--- src/rtl/core/assert_macros.svh ---
// Assertion macros shared by the regulator RTL.
`ifndef ASSERT_MACROS_SVH
`define ASSERT_MACROS_SVH

// Check that the consequent holds in the same cycle as the antecedent.
`define SWP_ASSERT_SAME(label, ante, cons, msg) \
  label: assert property (@(posedge clk) disable iff (!rst_n) (ante) |-> (cons)) \
    else $error(msg);

// Check that the consequent holds in the cycle after the antecedent.
`define SWP_ASSERT_NEXT(label, ante, cons, msg) \
  label: assert property (@(posedge clk) disable iff (!rst_n) (ante) |=> (cons)) \
    else $error(msg);

`endif

--- src/rtl/core/swp_pkg.sv ---
// Shared types, constants and the sine table of the sine-PWM regulator.
`default_nettype none

package swp_pkg;

  // Field and register widths
  localparam int SAMPLE_BITS   = 12;
  localparam int LVL_W         = SAMPLE_BITS - 1;
  localparam int WIN_DEPTH     = 256;
  localparam int WIN_AW        = $clog2(WIN_DEPTH);
  localparam int SUM_W         = LVL_W + WIN_AW;
  localparam int HP_W          = 11;
  localparam int GAIN_W        = 12;
  localparam int TRIM_W        = 8;
  localparam int CMP_W         = 12;
  localparam int ERR_W         = 13;
  localparam int SINE_W        = 11;
  localparam int SINE_SHIFT    = 9;
  localparam int CFG_IDX_W     = 3;
  localparam int CFG_DATA_W    = 12;
  localparam int FRAC_BITS_DEF = 11;

  // Register reset values
  localparam logic [HP_W-1:0]        SETPOINT_RST   = 11'd1228;
  localparam logic [GAIN_W-1:0]      PROP_GAIN_RST  = 12'd102;
  localparam logic [GAIN_W-1:0]      INTEG_GAIN_RST = 12'd1;
  localparam logic [HP_W-1:0]        HALF_PER_RST   = 11'd300;
  localparam logic [SAMPLE_BITS-1:0] TRIP_LVL_RST   = 12'd3583;
  localparam logic [TRIM_W-1:0]      TRIM_RST       = 8'd75;

  // Configuration register indexes
  typedef enum logic [CFG_IDX_W-1:0] {
    REG_SETPOINT    = 3'd0,
    REG_PROP_GAIN   = 3'd1,
    REG_INTEG_GAIN  = 3'd2,
    REG_HALF_PERIOD = 3'd3,
    REG_TRIP_LEVEL  = 3'd4,
    REG_OFFSET_TRIM = 3'd5
  } cfg_reg_t;

  // Step strobes from the sequencer to the PI datapath
  typedef struct packed {
    logic ld_err;
    logic ld_mul;
    logic ld_integ;
    logic ld_amp;
    logic ld_sine;
    logic ld_cmp;
    logic clr;
  } swp_dp_ctl_t;

  // First quarter of the sine wave, peak 512, indexes 0 to 64
  localparam logic [9:0] SINE_QTR [0:64] = '{
    10'd0,   10'd13,  10'd25,  10'd38,  10'd50,  10'd63,  10'd75,  10'd88,
    10'd100, 10'd112, 10'd124, 10'd137, 10'd149, 10'd161, 10'd172, 10'd184,
    10'd196, 10'd207, 10'd219, 10'd230, 10'd241, 10'd252, 10'd263, 10'd274,
    10'd284, 10'd295, 10'd305, 10'd315, 10'd325, 10'd334, 10'd344, 10'd353,
    10'd362, 10'd371, 10'd379, 10'd388, 10'd396, 10'd404, 10'd411, 10'd419,
    10'd426, 10'd433, 10'd439, 10'd445, 10'd452, 10'd457, 10'd463, 10'd468,
    10'd473, 10'd478, 10'd482, 10'd486, 10'd490, 10'd493, 10'd497, 10'd500,
    10'd502, 10'd504, 10'd506, 10'd508, 10'd510, 10'd511, 10'd511, 10'd512,
    10'd512
  };

  // Negated sine step: fold the half period onto the quarter table
  function automatic logic signed [SINE_W-1:0] swp_neg_sine(input logic [WIN_AW-1:0] idx);
    logic [6:0] pos;
    logic [6:0] fold;
    logic signed [SINE_W-1:0] mag;
    pos  = idx[6:0];
    fold = (pos <= 7'd64) ? pos : 7'(8'd128 - {1'b0, pos});
    mag  = $signed({1'b0, SINE_QTR[fold]});
    return idx[7] ? mag : -mag;
  endfunction

endpackage

`default_nettype wire

--- src/rtl/core/swp_window_mem.sv ---
// Sample window memory with per-entry valid bits and registered read.
`default_nettype none

module swp_window_mem
  import swp_pkg::*;
(
  input  logic              clk,
  input  logic              rst_n,
  input  logic              clr,
  input  logic              wr_en,
  input  logic [WIN_AW-1:0] addr,
  input  logic [LVL_W-1:0]  wr_data,
  output logic [LVL_W-1:0]  rd_level
);

  logic [LVL_W-1:0]     mem [WIN_DEPTH];
  logic [WIN_DEPTH-1:0] valid_r;
  logic [LVL_W-1:0]     rd_data_r;
  logic                 rd_valid_r;

  // Synchronous write and read of the storage array
  always_ff @(posedge clk) begin
    if (wr_en) begin
      mem[addr] <= wr_data;
    end
    rd_data_r <= mem[addr];
  end

  // Track written entries; drop them all at once on clear
  always_ff @(posedge clk) begin
    if (!rst_n) begin
      valid_r    <= '0;
      rd_valid_r <= 1'b0;
    end else begin
      rd_valid_r <= valid_r[addr];
      if (clr) begin
        valid_r <= '0;
      end else if (wr_en) begin
        valid_r[addr] <= 1'b1;
      end
    end
  end

  // Entries never written since the last clear read as zero
  assign rd_level = rd_valid_r ? rd_data_r : '0;

endmodule

`default_nettype wire

--- config.mk ---
export PLATFORM = sky130hd
export DESIGN_NAME = swp_window_mem
export DESIGN_NICKNAME = d
export VERILOG_FILES = /design/src/rtl/core/assert_macros.svh /design/src/rtl/core/swp_pkg.sv /design/src/rtl/core/swp_window_mem.sv
export SDC_FILE = /design/constraint.sdc
export NUM_CORES = 2
export LEC_CHECK = 0
export BUFFER_PORTS_ARGS = -buffer_cell sky130_fd_sc_hd__buf_2
export CAP_MARGIN = 40
export CORE_MARGIN = 2
export CORE_UTILIZATION = 55
export CTS_BUF_LIST = sky130_fd_sc_hd__clkbuf_16
export DETAILED_ROUTE_END_ITERATION = 8
export PLACE_DENSITY = 0.76
export SETUP_SLACK_MARGIN = 0.5
export SYNTH_ARGS = -nofsm -noshare
export SYNTH_HDL_FRONTEND = slang
export SYNTH_SLANG_ARGS = --single-unit
--- constraint.sdc ---
create_clock -name clk -period 3.6 [get_ports clk]
set_input_delay 0.18 -clock clk [delete_from_list [all_inputs] [get_ports clk]]
set_output_delay 0.18 -clock clk [all_outputs]
set_load 0.01 [all_outputs]
## Yosys cells after proc, flatten, opt, wreduce, memory -nomap -nowiden

Memories as Yosys holds them, arrays and structs flattened. A register that Yosys moved wholly into a read port is not among the register bits.
Index checks and enable logic that the tools add are counted.

| word-level totals | value |
|---|---|
| register bits after elaboration | 257 |
| RAM bits | 2816 |
| memories | 1 |
| word-level logic and storage cells | 16 |

Memory list:

| memory | words | width | read ports | clocked after memory_dff | write ports | line | text |
|---|---|---|---|---|---|---|---|
| mem | 256 | 11 | 1 | 1 | 1 | swp_window_mem.sv:16 | `logic [LVL_W-1:0] mem [WIN_DEPTH];` |

| operators by class | value |
|---|---|
| multiplexer cells | 7 |
| order comparisons | 2 |
| reduce and logical (&&, ||, !) cells | 2 |
| bitwise operators | 2 |

Operators by type and width:

| kind | number |
|---|---|
| $or A256 B256 Y256 | 1 |
| $mux W11 | 1 |
| $lt A8 B9 Y1 const B | 1 |
| $bmux W1 S8 | 1 |
| $demux W1 S8 | 1 |
| $ge A8 B1 Y1 const B | 1 |
| $mux W1 | 4 |
| $reduce_or A2 Y1 | 1 |
| $logic_and A1 B1 Y1 | 1 |
| $not A1 Y1 | 1 |

## Logic depth before layout (Yosys ltp)

| depth | value |
|---|---|
| depth after elaboration | 5 |
| depth in mapped cells | 13 |

## Least setup slack after synthesis

No wires, ideal clock.

| timing | value |
|---|---|
| kind | input to register |
| start | input port addr[1] |
| end | memory mem[103][0] (netlist bit), enable pin |
| required time | 3220 ps |
| stages on the path | 10 |
| library setup time | 380 ps |
| path buffers | 7 |
| slack | 701 ps |
| arrival | 2519 ps |
| cells stage by stage | clkbuf_1 buf_2 buf_6 buf_2 buf_2 clkbuf_1 and3_1 nand2_1 clkbuf_1 nor2_1 |

RTL lines:

| item | line | text |
|---|---|---|
| from (decl) | swp_window_mem.sv:11 | `input logic [WIN_AW-1:0] addr,` |
| to (decl) | swp_window_mem.sv:16 |  |

No word-level cell before the write port.

==> impl_metrics.toml <==
[drt]
drt-wirelength-per-cell_um = 34.0
vias = 59371
remaining_drc_errors = 0
detail-route-antenna-nets = 0
drtIter0Drc = 8868
avgViaCountPerCell = 6.64
drtPass1Iterations = 6
finalWirelength_um = 304000

[placement]
io_buffers = 33
dp_cells = 8365
dp_hpwl_um = 181000
placed_area_um2 = 125000
gp_congestion = 0.885

[floorplanning]
ios = 34
start_util = 0.554
die_h_um = 467
dieArea_um2 = 218000
die_x_um = 467
num_rows = 169
core-area_um2 = 213000

[sta]
tightest_slew_ns = 1.01
max_slew_margin = 0.329
hold_viol_final = 2
finalSetupTns_ns = 0
setup_violations = 0
min_period_ns = 3.02
finalCritPeriodShare = 0.840
fin_skew_ns = 0.0617
report.final.slew_viol_count = 0
timing.hold.ws_ns = -0.00422
rsz0062_at_grt = "no"
fmax_ghz = 0.331

[layout]
drive_gt1_frac = 0.319
nNetsFinal = 5902
final_cells = 8945
syn_to_final_growth_pct = 14.7
finish.instance_area_um2 = 135000

[yosys]
yosysTopAreaCell = "edfxtp_1"
synthCells = 5247
synth_top_area_share = 0.718
synthesis.area_um2 = 118000
syn_nets = 5270
async_reset_ff_frac = 0
synth-edff-count = 2816
synth.avg_cell_area_um2 = 22.5
seq_area_frac_synth = 0.763
yosysUniqueCellTypes = 44
synth-seq-cells = 3084
synth_area_leaders = "edfxtp_1 (72%), mux4_2 (18%), dfxtp_1 (4.6%), o21a_1 (1.6%), nor2_1 (0.86%)"
synth_flop_cell = "edfxtp_1"
yosysWarnings = 0

[clocking]
cts_buffers = 313
tritoncts = "built"
cts-htree-levels = 5
clockBufferDepth = 4
cts.sinks = 3084
path_clk_slew_ns = 0.06
post_cts.repair.setup_buffers = 0
cts_root_buf = "clkbuf_16"
clkLatencyLatePin_ns = 0.92

[run_status]
status = "finished, violations left"
violations = "negative hold slack"

[global_route]
grt_max_degree = 140
grt_pass1_vias = 59661
antenna_found_initial = 15
grt_usage = 0.280
grt_pass1_wl_um = 434000
overflow = 0

[worst_setup_path]
critical_path_class = "reg2reg"
end_kind = "register"
critPathRequiredTime_ns = 4.41
cp-start-kind = "register"
crit_path_max_fanout = 1
cp_data_arrival_time_ns = 3.84

[power]
power_density_nw_per_um2 = 544
fin_total_pwr_uw = 73600
ir_worst_vdd_uv = 528
p_leak_uw = 0.0437

[job]
drv_cap = 0

[hold_path]
hold_path.class = "in2reg"
## cells by family (layout without fill, tap and decap cells)
logic type / Yosys count / count (layout) / share of synthesized area
other: 0 / 6 / 0
muxes: 997 / 997 / 0.182
and+or+nand+nor: 440 / 440 / 0.0161
buffers and inverters: 317 / 1188 / 0.0132
AOI/OAI and AO/OA: 409 / 409 / 0.0252
DFF: 3084 / 3084 / 0.763
## synthesized netlist by cell type, types with 2 or more instances
library cell	count
edfxtp_1	2816
mux4_2	918
nor2_1	270
dfxtp_1	268
o21a_1	256
clkbuf_1	135
buf_2	83
mux2i_1	75
a22oi_1	67
nand2_1	61
buf_1	45
a21oi_1	38
buf_4	34
nand3_1	31
nor2b_1	19
and2_1	18
buf_6	18
a31oi_1	10
nand2b_1	8
a221oi_1	7
and3_1	7
nand4_1	7
o211ai_1	7
nor3_1	6
or4_1	6
a211oi_1	4
mux2_2	4
o21ai_0	4
o22ai_1	4
o2111ai_1	3
or2_2	3
a22o_1	2
inv_1	2
## flip-flops by register name, summed over array words and instances, names as in the netlist
name / count
valid_r: 256
mem: 2816
rd_valid_r: 1
rd_data_r: 11
## routing by layer
| layer | wire, µm | up-vias | GRT usage |
|---|---|---|---|
| met5 | 84 | - | 0 |
| met4 | 13300 | 14 | 0.111 |
| met3 | 34600 | 703 | 0.0638 |
| met2 | 148000 | 3973 | 0.446 |
| met1 | 108000 | 31298 | 0.381 |
| li1 | - | 23383 | - |
## final timing paths
path	slack, ns	endpoint	start	cells after the start
worst max-delay path	0.58	rd_data_r[9]	mem[106][9]	6
worst min-delay path	-0.004	mem[108][8]	wr_data[8]	1
worst max register to register	0.58	rd_data_r[9]	mem[106][9]	6
worst min register to register	0.46	valid_r[206]	valid_r[206]	1
## power by group
part | switching, µW | total [µW] | internal (µW)
combinational | 2220 | 3690 | 1470
sequential | 52.3 | 39200 | 39100
clock | 13200 | 30700 | 17500
total | 15500 | 73600 | 58100
## metrics by stage
stage               utilization  hold slack [ns]  worst slack (ns)
global route              0.636           0.0148             0.527
finish                    0.636         -0.00422             0.575
detailed placement        0.590            0.448             0.246
global placement          0.590            0.441             0.231
CTS                       0.635           0.0120             0.532
floorplan                     -            0.279             0.701
## critical path, cell delays in order (launching register included)
cell and delay, ns:
edfxtp_1 0.39, mux4_2 0.47, mux4_2 0.55, a22o_1 0.30, a221oi_1 0.45, o211ai_1 0.17, dlygate4sd3_1 0.57
## final cells by class
class | instances | area (µm²)
sequential | 3084 | 89900
fill | 13362 | 77300
multi-input combinational | 1846 | 26400
clock buffer | 318 | 7960
timing repair buffer | 632 | 5750
tap | 2821 | 3530
clock inverter | 236 | 1620
antenna | 6 | 15.0
inverter | 2 | 7.51
## repair_timing
action                                 in CTS  in global routing
setup endpoints to repair                   0                  1
resized for setup                           0                  1
hold buffers                               12                  3
endpoints found under the hold margin     596                208
## cell usage in the layout, fill, tap and decap left out, drive strengths merged, types with 2 or more instances in the layout
cell type,instances
bufinv,22
nand2,61
dfxtp,268
clkinv,117
o22ai,4
diode,6
a221oi,7
mux4,918
dlygate4sd3,15
a21oi,38
o2111ai,3
a211oi,4
inv,92
mux2,4
or4,6
and2,18
nand3,31
buf,606
nor2b,19
nand2b,8
o211ai,7
o21ai,5
nor3,6
o21a,256
a22oi,67
clkinvlp,7
nor2,270
a31oi,10
and3,7
mux2i,75
edfxtp,2816
nand4,7
clkbuf,329
a22o,2
or2,3
No activity file was read; power rests on OpenSTA's default activity.
