File: config.mk
export PLATFORM = sky130hd
export DESIGN_NAME = swp_pi_datapath
export DESIGN_NICKNAME = d
export VERILOG_FILES = /design/src/rtl/core/assert_macros.svh /design/src/rtl/core/swp_pkg.sv /design/src/rtl/core/swp_pi_datapath.sv
export SDC_FILE = /design/constraint.sdc
export NUM_CORES = 2
export LEC_CHECK = 0
export BUFFER_PORTS_ARGS = -buffer_cell sky130_fd_sc_hd__buf_2
export CAP_MARGIN = 20
export CORE_MARGIN = 3
export CORE_UTILIZATION = 67
export CTS_BUF_LIST = sky130_fd_sc_hd__clkbuf_2
export DETAILED_ROUTE_END_ITERATION = 12
export PLACE_DENSITY = 0.87
export SYNTH_ARGS = -nofsm -noshare
export SYNTH_HDL_FRONTEND = slang
export SYNTH_SLANG_ARGS = --single-unit
export TNS_END_PERCENT = 1
File: constraint.sdc
create_clock -name clk -period 14.2 [get_ports clk]
set_input_delay 1.42 -clock clk [delete_from_list [all_inputs] [get_ports clk]]
set_output_delay 1.42 -clock clk [all_outputs]
set_load 0.01 [all_outputs]
File: src/rtl/core/assert_macros.svh
// Assertion macros shared by the regulator RTL.
`ifndef ASSERT_MACROS_SVH
`define ASSERT_MACROS_SVH

// Check that the consequent holds in the same cycle as the antecedent.
`define SWP_ASSERT_SAME(label, ante, cons, msg) \
  label: assert property (@(posedge clk) disable iff (!rst_n) (ante) |-> (cons)) \
    else $error(msg);

// Check that the consequent holds in the cycle after the antecedent.
`define SWP_ASSERT_NEXT(label, ante, cons, msg) \
  label: assert property (@(posedge clk) disable iff (!rst_n) (ante) |=> (cons)) \
    else $error(msg);

`endif

File: src/rtl/core/swp_pkg.sv
// Shared types, constants and the sine table of the sine-PWM regulator.
`default_nettype none

package swp_pkg;

  // Field and register widths
  localparam int SAMPLE_BITS   = 12;
  localparam int LVL_W         = SAMPLE_BITS - 1;
  localparam int WIN_DEPTH     = 256;
  localparam int WIN_AW        = $clog2(WIN_DEPTH);
  localparam int SUM_W         = LVL_W + WIN_AW;
  localparam int HP_W          = 11;
  localparam int GAIN_W        = 12;
  localparam int TRIM_W        = 8;
  localparam int CMP_W         = 12;
  localparam int ERR_W         = 13;
  localparam int SINE_W        = 11;
  localparam int SINE_SHIFT    = 9;
  localparam int CFG_IDX_W     = 3;
  localparam int CFG_DATA_W    = 12;
  localparam int FRAC_BITS_DEF = 11;

  // Register reset values
  localparam logic [HP_W-1:0]        SETPOINT_RST   = 11'd1228;
  localparam logic [GAIN_W-1:0]      PROP_GAIN_RST  = 12'd102;
  localparam logic [GAIN_W-1:0]      INTEG_GAIN_RST = 12'd1;
  localparam logic [HP_W-1:0]        HALF_PER_RST   = 11'd300;
  localparam logic [SAMPLE_BITS-1:0] TRIP_LVL_RST   = 12'd3583;
  localparam logic [TRIM_W-1:0]      TRIM_RST       = 8'd75;

  // Configuration register indexes
  typedef enum logic [CFG_IDX_W-1:0] {
    REG_SETPOINT    = 3'd0,
    REG_PROP_GAIN   = 3'd1,
    REG_INTEG_GAIN  = 3'd2,
    REG_HALF_PERIOD = 3'd3,
    REG_TRIP_LEVEL  = 3'd4,
    REG_OFFSET_TRIM = 3'd5
  } cfg_reg_t;

  // Step strobes from the sequencer to the PI datapath
  typedef struct packed {
    logic ld_err;
    logic ld_mul;
    logic ld_integ;
    logic ld_amp;
    logic ld_sine;
    logic ld_cmp;
    logic clr;
  } swp_dp_ctl_t;

  // First quarter of the sine wave, peak 512, indexes 0 to 64
  localparam logic [9:0] SINE_QTR [0:64] = '{
    10'd0,   10'd13,  10'd25,  10'd38,  10'd50,  10'd63,  10'd75,  10'd88,
    10'd100, 10'd112, 10'd124, 10'd137, 10'd149, 10'd161, 10'd172, 10'd184,
    10'd196, 10'd207, 10'd219, 10'd230, 10'd241, 10'd252, 10'd263, 10'd274,
    10'd284, 10'd295, 10'd305, 10'd315, 10'd325, 10'd334, 10'd344, 10'd353,
    10'd362, 10'd371, 10'd379, 10'd388, 10'd396, 10'd404, 10'd411, 10'd419,
    10'd426, 10'd433, 10'd439, 10'd445, 10'd452, 10'd457, 10'd463, 10'd468,
    10'd473, 10'd478, 10'd482, 10'd486, 10'd490, 10'd493, 10'd497, 10'd500,
    10'd502, 10'd504, 10'd506, 10'd508, 10'd510, 10'd511, 10'd511, 10'd512,
    10'd512
  };

  // Negated sine step: fold the half period onto the quarter table
  function automatic logic signed [SINE_W-1:0] swp_neg_sine(input logic [WIN_AW-1:0] idx);
    logic [6:0] pos;
    logic [6:0] fold;
    logic signed [SINE_W-1:0] mag;
    pos  = idx[6:0];
    fold = (pos <= 7'd64) ? pos : 7'(8'd128 - {1'b0, pos});
    mag  = $signed({1'b0, SINE_QTR[fold]});
    return idx[7] ? mag : -mag;
  endfunction

endpackage

`default_nettype wire

File: src/rtl/core/swp_pi_datapath.sv
// PI controller and sine scaling datapath, one step per sequencer strobe.
`default_nettype none

module swp_pi_datapath
  import swp_pkg::*;
#(
  parameter int FRACTION_BITS = FRAC_BITS_DEF
) (
  input  logic              clk,
  input  logic              rst_n,
  input  swp_dp_ctl_t       ctl,
  input  logic [LVL_W-1:0]  avg_level,
  input  logic [HP_W-1:0]   setpoint,
  input  logic [GAIN_W-1:0] prop_gain,
  input  logic [GAIN_W-1:0] integ_gain,
  input  logic [HP_W-1:0]   half_period,
  input  logic [WIN_AW-1:0] slot,
  output logic [CMP_W-1:0]  compare
);

  localparam int INT_W  = HP_W + 2 + FRACTION_BITS;
  localparam int PROD_W = ERR_W + GAIN_W + 1;
  localparam int ACC_W  = ((INT_W > PROD_W) ? INT_W : PROD_W) + 2;
  localparam int AMP_W  = HP_W + 1;
  localparam int PS_W   = AMP_W + SINE_W;

  logic signed [ERR_W-1:0]  err_r, prev_r, esum_r;
  logic signed [ERR_W-1:0]  err_nxt, esum_nxt;
  logic signed [GAIN_W:0]   kp_s, ki_s;
  logic signed [PROD_W-1:0] prod_i_r, prod_p_r;
  logic signed [INT_W-1:0]  integ_r;
  logic signed [ACC_W-1:0]  lim_q, isum, integ_nxt;
  logic signed [ACC_W-1:0]  asum, ashr, hp_acc, amp_acc;
  logic signed [AMP_W-1:0]  amp_r;
  logic signed [PS_W-1:0]   prod_s_r;
  logic signed [PS_W-1:0]   prod_s_shr;
  logic signed [CMP_W:0]    cmp_sum;
  logic [CMP_W-1:0]         cmp_r;

  // Error against the setpoint and trapezoid sum
  assign err_nxt  = $signed({2'b00, setpoint}) - $signed({2'b00, avg_level});
  assign esum_nxt = err_nxt + prev_r;

  assign kp_s = $signed({1'b0, prop_gain});
  assign ki_s = $signed({1'b0, integ_gain});

  // Integrator update clamped to plus or minus half period in Q format
  assign lim_q = $signed({{(ACC_W - HP_W - FRACTION_BITS){1'b0}}, half_period,
                          {FRACTION_BITS{1'b0}}});
  assign isum  = ACC_W'(prod_i_r) + ACC_W'(integ_r);
  always_comb begin
    if (isum >= lim_q) begin
      integ_nxt = lim_q;
    end else if (isum <= -lim_q) begin
      integ_nxt = -lim_q;
    end else begin
      integ_nxt = isum;
    end
  end

  // Amplitude: integral plus proportional, back to integer, clamped
  assign asum   = ACC_W'(integ_r) + ACC_W'(prod_p_r);
  assign ashr   = asum >>> FRACTION_BITS;
  assign hp_acc = $signed({{(ACC_W - HP_W){1'b0}}, half_period});
  always_comb begin
    if (ashr >= hp_acc) begin
      amp_acc = hp_acc;
    end else if (ashr <= -hp_acc) begin
      amp_acc = -hp_acc;
    end else begin
      amp_acc = ashr;
    end
  end

  // Compare value around the half period
  assign prod_s_shr = prod_s_r >>> SINE_SHIFT;
  assign cmp_sum    = $signed({2'b00, half_period}) + (CMP_W + 1)'(prod_s_shr);

  // Loop state: previous error and integrator
  always_ff @(posedge clk) begin
    if (!rst_n) begin
      prev_r  <= '0;
      integ_r <= '0;
    end else if (ctl.clr) begin
      prev_r  <= '0;
      integ_r <= '0;
    end else if (ctl.ld_integ) begin
      prev_r  <= err_r;
      integ_r <= INT_W'(integ_nxt);
    end
  end

  // Intermediate stage registers
  always_ff @(posedge clk) begin
    if (ctl.ld_err) begin
      err_r  <= err_nxt;
      esum_r <= esum_nxt;
    end
    if (ctl.ld_mul) begin
      prod_i_r <= esum_r * ki_s;
      prod_p_r <= err_r * kp_s;
    end
    if (ctl.ld_amp) begin
      amp_r <= AMP_W'(amp_acc);
    end
    if (ctl.ld_sine) begin
      prod_s_r <= amp_r * swp_neg_sine(slot);
    end
    if (ctl.ld_cmp) begin
      cmp_r <= cmp_sum[CMP_W-1:0];
    end
  end

  assign compare = cmp_r;

endmodule

`default_nettype wire

Word level (Yosys, flattened, before mapping). Memory sizes are Yosys's and may differ from the RTL's. Index checks and enable logic that the tools add are counted.

Flip-flop bits (word level): 158. Memory bits (read-only): 1280. Input port bits: 74. Output and inout port bits: 12. Logic and storage cells: 40. Memories: 1.

Memory list: (name not given) (words 128, width 10, read ports 1, clocked after memory_dff 0, wr ports 0, RTL line swp_pkg.sv:72) `mag = $signed({1'b0, SINE_QTR[fold]});`.

Add/sub/neg operators: 9. $mul: 3. $lt $le $gt $ge: 6. Mux-type cells: 8. Bitwise operators: 2. Reduce and logical (&&, ||, !) cells: 1.

Operators with widths (number): 24-bit 2-to-1 mux (2); 16-bit by 28-bit less-or-equal comparator with 1-bit output (1); 27-bit by 28-bit less-or-equal comparator with 1-bit output (1); 11-bit negator with 28-bit output (1); 22-bit negator with 28-bit output (1); 24-bit by 26-bit adder with 27-bit output (1); 26-bit by 24-bit adder with 27-bit output (1); 27-bit by 23-bit >= comparator with 1-bit output (1); 13-bit by 13-bit multiplier with 26-bit output (1); 12-bit by 13-bit multiplier with 25-bit output (1); 11-bit 2-to-1 mux (2); 12-bit by 11-bit multiplier with 21-bit output (1); 10-bit 2-to-1 mux (2); 16-bit by 12-bit >= comparator with 1-bit output (1); 12-bit by 12-bit adder with 13-bit output (1); 12-bit adder (1); 12-bit 2-to-1 mux (1); 11-bit by 11-bit subtractor with 12-bit output (1); 10-bit negator with 11-bit output (1); 8-bit >= comparator, second input constant (1); 7-bit inverter with 8-bit output (1); 7-bit less-or-equal comparator, second input constant (1); 7-bit 2-to-1 mux (1); 1-bit by 7-bit subtractor with 7-bit output, first input constant (1); other kinds (2) (2).

Depth between registers and ports, before layout.
Depth in word-level cells: 9. Gate-level depth with buffers: 43. Mapped depth without buffers: 41.

Worst setup path after synthesis. Ideal clock, no wire load.

Path type: in2reg. Start point: input port slot[0]. End point: register prod_s_r[20], data pin. Library setup time: 0.268 ns. Arrival: 9.984 ns. Required time: 13.932 ns. Setup slack: 3.948 ns. Stages: 39. Buffers on the path: 3. Cells stage by stage: buf_2 > inv_1 > ha_1 > nor3b_4 > nand2_1 > a22o_1 > ha_1 > buf_2 > o21ai_0 > a211oi_2 > and2_1 > o21ai_2 > a41oi_4 > inv_1 > ha_1 > inv_1 > nor3b_4 > nor2_1 > (+3 left out) > fa_1 > fa_1 > fa_1 > inv_1 > fa_1 > inv_1 > fa_1 > inv_1 > ha_1 > a21o_1 > a31oi_1 > o21ai_0 > o41ai_1 > o21ai_0 > o21a_1 > o21a_1 > nor2_1 > xnor3_1.

Longest elaborated chain between the ends: 9. Elaborated cells on any way between the ends: 10. Classes of those cells: 2 x add/sub; 1 x mul; 1 x order compare; 4 x mux; 1 x bitwise; 1 x memory.

RTL lines: from (decl) (RTL line swp_pi_datapath.sv:17) `input logic [WIN_AW-1:0] slot,`; 1-bit by 7-bit subtractor with 7-bit output or 7-bit less-or-equal comparator (tied branches) (RTL line swp_pkg.sv:71) `fold = (pos <= 7'd64) ? pos : 7'(8'd128 - {1'b0, pos});`; 7-bit 2-to-1 mux (*) (RTL line swp_pkg.sv:71); 7-bit inverter with 8-bit output (not written as such) (*) (RTL line swp_pkg.sv:72); memory 128 x 10 bit (*); 10-bit 2-to-1 mux (not written as such) (*) (2 in series) (RTL line swp_pkg.sv:72); 10-bit negator with 11-bit output (RTL line swp_pkg.sv:73) `return idx[7] ? mag : -mag;`; 11-bit 2-to-1 mux (*) (RTL line swp_pkg.sv:73); 12-bit by 11-bit multiplier with 21-bit output (*) (RTL line swp_pi_datapath.sv:107) `prod_s_r <= amp_r * swp_neg_sine(slot);`; to (signal assigned) (RTL line swp_pi_datapath.sv:107); to (decl) (RTL line swp_pi_datapath.sv:35) `logic signed [PS_W-1:0] prod_s_r;`.

Every way passes the cells marked *; elsewhere a longest branch is shown, timed or not. The select of a mux whose other input is x is not followed. A chain may end at the register's enable or synchronous reset.

Worst setup path after layout. Ends and elaborated chain as after synthesis.

==> results.json <==
{
  "report.final.slew_viol_count": 0,
  "die_area_um2": 43200,
  "synth_cell_types": 107,
  "cap_violations": 0,
  "max_stage_delay_ns": 0.89,
  "antenna_found_initial": 2,
  "worstSkewPairLatency_ns": 0.82,
  "rows": 73,
  "cts_root_buf": "clkbuf_2",
  "ios": 86,
  "first_global_vias": 22454,
  "setup_tns_ns": 0,
  "synth_ff_type": "edfxtp_1",
  "max_freq_mhz": 87.4,
  "critPathLaunchType": "input pin",
  "vias": 21133,
  "synthCells": 3007,
  "wl_per_cell_um": 18.2,
  "crit_family": "adder cells",
  "cp.arrival_ns": 12.03,
  "drtIter0Drc": 1627,
  "coreArea_um2": 40000,
  "path_buf_inv": 10,
  "gp_congestion": 0.980,
  "worst_path_most_repeated_cell": "inv_1",
  "layout.nets": 3788,
  "cts_num_sinks": 148,
  "post_cts_resized": 0,
  "holdPathStages": 2,
  "worstHoldPathType": "reg -> reg",
  "rsz0062_at_grt": "false",
  "synth_area_leaders": "fa_1, ha_1, edfxtp_1",
  "synth.most_common_cell": "inv_1",
  "yosysTopAreaCell": "fa_1",
  "netlist_top_cells_count": "inv_1, fa_1, ha_1",
  "crit_path_end_kind": "flop",
  "grt_overflow": 0,
  "totalWireLength_um": 64500,
  "start_util_pct": 68.2,
  "synth_edf_count": 112,
  "synth-seq-area-share_pct": 15.0,
  "firstDrtPassIters": 8,
  "worstMarginPinSlew_ns": 1.10,
  "drtAntennaViolNets": 0,
  "synthArstFlopShare_pct": 0,
  "ys_ff_latch": 148,
  "path_max_fanout": 22,
  "fin_crit_sh_pct": 80.6,
  "hold_viol": 0,
  "status": "finished, final reports clean",
  "ys_warn_count": 0,
  "synth_area_um2": 27300,
  "clk_pin_slew_worst_paths_ns": 0.26,
  "avgSynthCellArea_um2": 9.07,
  "io_buffers": 85,
  "grt_max_degree": 52,
  "rr_worst_depth": 19,
  "grt_first_pass_wirelength_um": 109000,
  "cp.required_ns": 14.78,
  "numCtsBuffers": 17,
  "crit_cells": 42,
  "track_usage_pct": 30.5,
  "drive_gt1_share_pct": 5.86,
  "crit_path_top_delay_cell": "xor2_1",
  "cts_tree": "built",
  "postCtsHoldBufs": 0,
  "fill_cells": 2853,
  "finalSetupViolCount": 0,
  "drcViolationCount": 0,
  "maxSlewHeadroom_pct": 26.2,
  "place_hpwl_um": 52700,
  "viasPerCell": 5.96,
  "synth_nets": 3787,
  "die_h_um": 208,
  "clock_path_buffers": 2,
  "dieWidth_um": 208,
  "min_period_ns": 11.44,
  "crit_type": "in -> reg",
  "synth_top_area_share_pct": 26.9,
  "area.growth.synth_to_final_pct": 3.34,
  "finClkSkew_ns": 0.0761,
  "htree_levels": 4,
  "post_cts.repair.setup_buffers": 0
}
==> worst paths after layout <==
check | startpoint | to | slack (ns)
worst min register to register | integ_r[0] | integ_r[0] | 0.50
worst max-delay path | slot[0] | prod_s_r[20] | 2.76
worst min-delay path | integ_r[0] | integ_r[0] | 0.50
worst max register to register | amp_r[5] | prod_s_r[20] | 7.48
==> sequential cells by signal, summed over array words and instances (netlist names) <==
signal / cells
prev_r: 12
err_r: 12
compare: 12
prod_s_r: 12
amp_r: 12
integ_r: 24
esum_r: 13
prod_i_r: 26
prod_p_r: 25
==> per-layer routing <==
metal  GRT usage [%]  wire length (um)  vias up
met5               0                12        -
met4            13.3              2980        2
met3            4.28              4200      217
met2            54.3             32500      881
met1            37.2             24800    10244
li1                -                 -     9789
==> worst reg2reg max path, delay by kind of cell (launching register included) <==
| family | cells | cell delay [ns] |
|---|---|---|
| simple gates | 2 | 0.29 |
| flops | 1 | 0.70 |
| buf+inv | 3 | 0.15 |
| xor+xnor | 1 | 0.23 |
| fa+ha+maj | 6 | 2.95 |
| compound gates | 7 | 2.22 |
==> final cells by class <==
type | instances | area [um2] | share of cell area, %
Antenna cell | 2 | 5.00 | 0.0178
Clock buffer | 19 | 95.1 | 0.337
Clock inverter | 13 | 124 | 0.439
Inverter | 529 | 1990 | 7.04
Multi-Input combinational cell | 2216 | 20700 | 73.5
Sequential cell | 148 | 4080 | 14.5
Tap cell | 525 | 657 | 2.33
Timing Repair Buffer | 96 | 528 | 1.87
==> cells in the final DEF, fill, tap and decap left out, types with 49 or more instances in the layout <==
master	synthesis	routed
inv_1	527	527
fa_1	367	367
ha_1	339	339
nand2_1	303	303
and2_1	187	187
nor2_1	139	139
a21oi_1	118	118
edfxtp_1	112	112
xnor2_1	95	95
buf_2	12	85
o21ai_0	82	82
nor2b_1	49	49
==> logic make-up after synthesis <==
family | count (synthesis) | synth area share (%)
adders and majority gates | 707 | 42.5
AOI/OAI and AO/OA | 460 | 11.6
DFF | 148 | 15.0
buffers and inverters | 643 | 9.12
and+or+nand+nor | 891 | 16.5
xor gates and xnor gates | 133 | 4.35
muxes | 25 | 0.940
==> per-stage QoR <==
step	instance area, um2	setup slack (ns)	util [%]	hold slack [ns]	std cells
finish	28200	2.76	70.5	0.504	3548
global route	28200	2.23	70.5	0.559	3548
CTS	28100	2.89	70.3	0.507	3543
detailed placement	27900	2.03	69.8	0.482	3511
global placement	27900	2.48	69.8	0.481	3511
floorplan	27300	3.95	-	0.458	3007
Power is left out: the tool's default activity adds up to more than one toggle a clock period on the data nets, which glitch-free logic cannot reach.
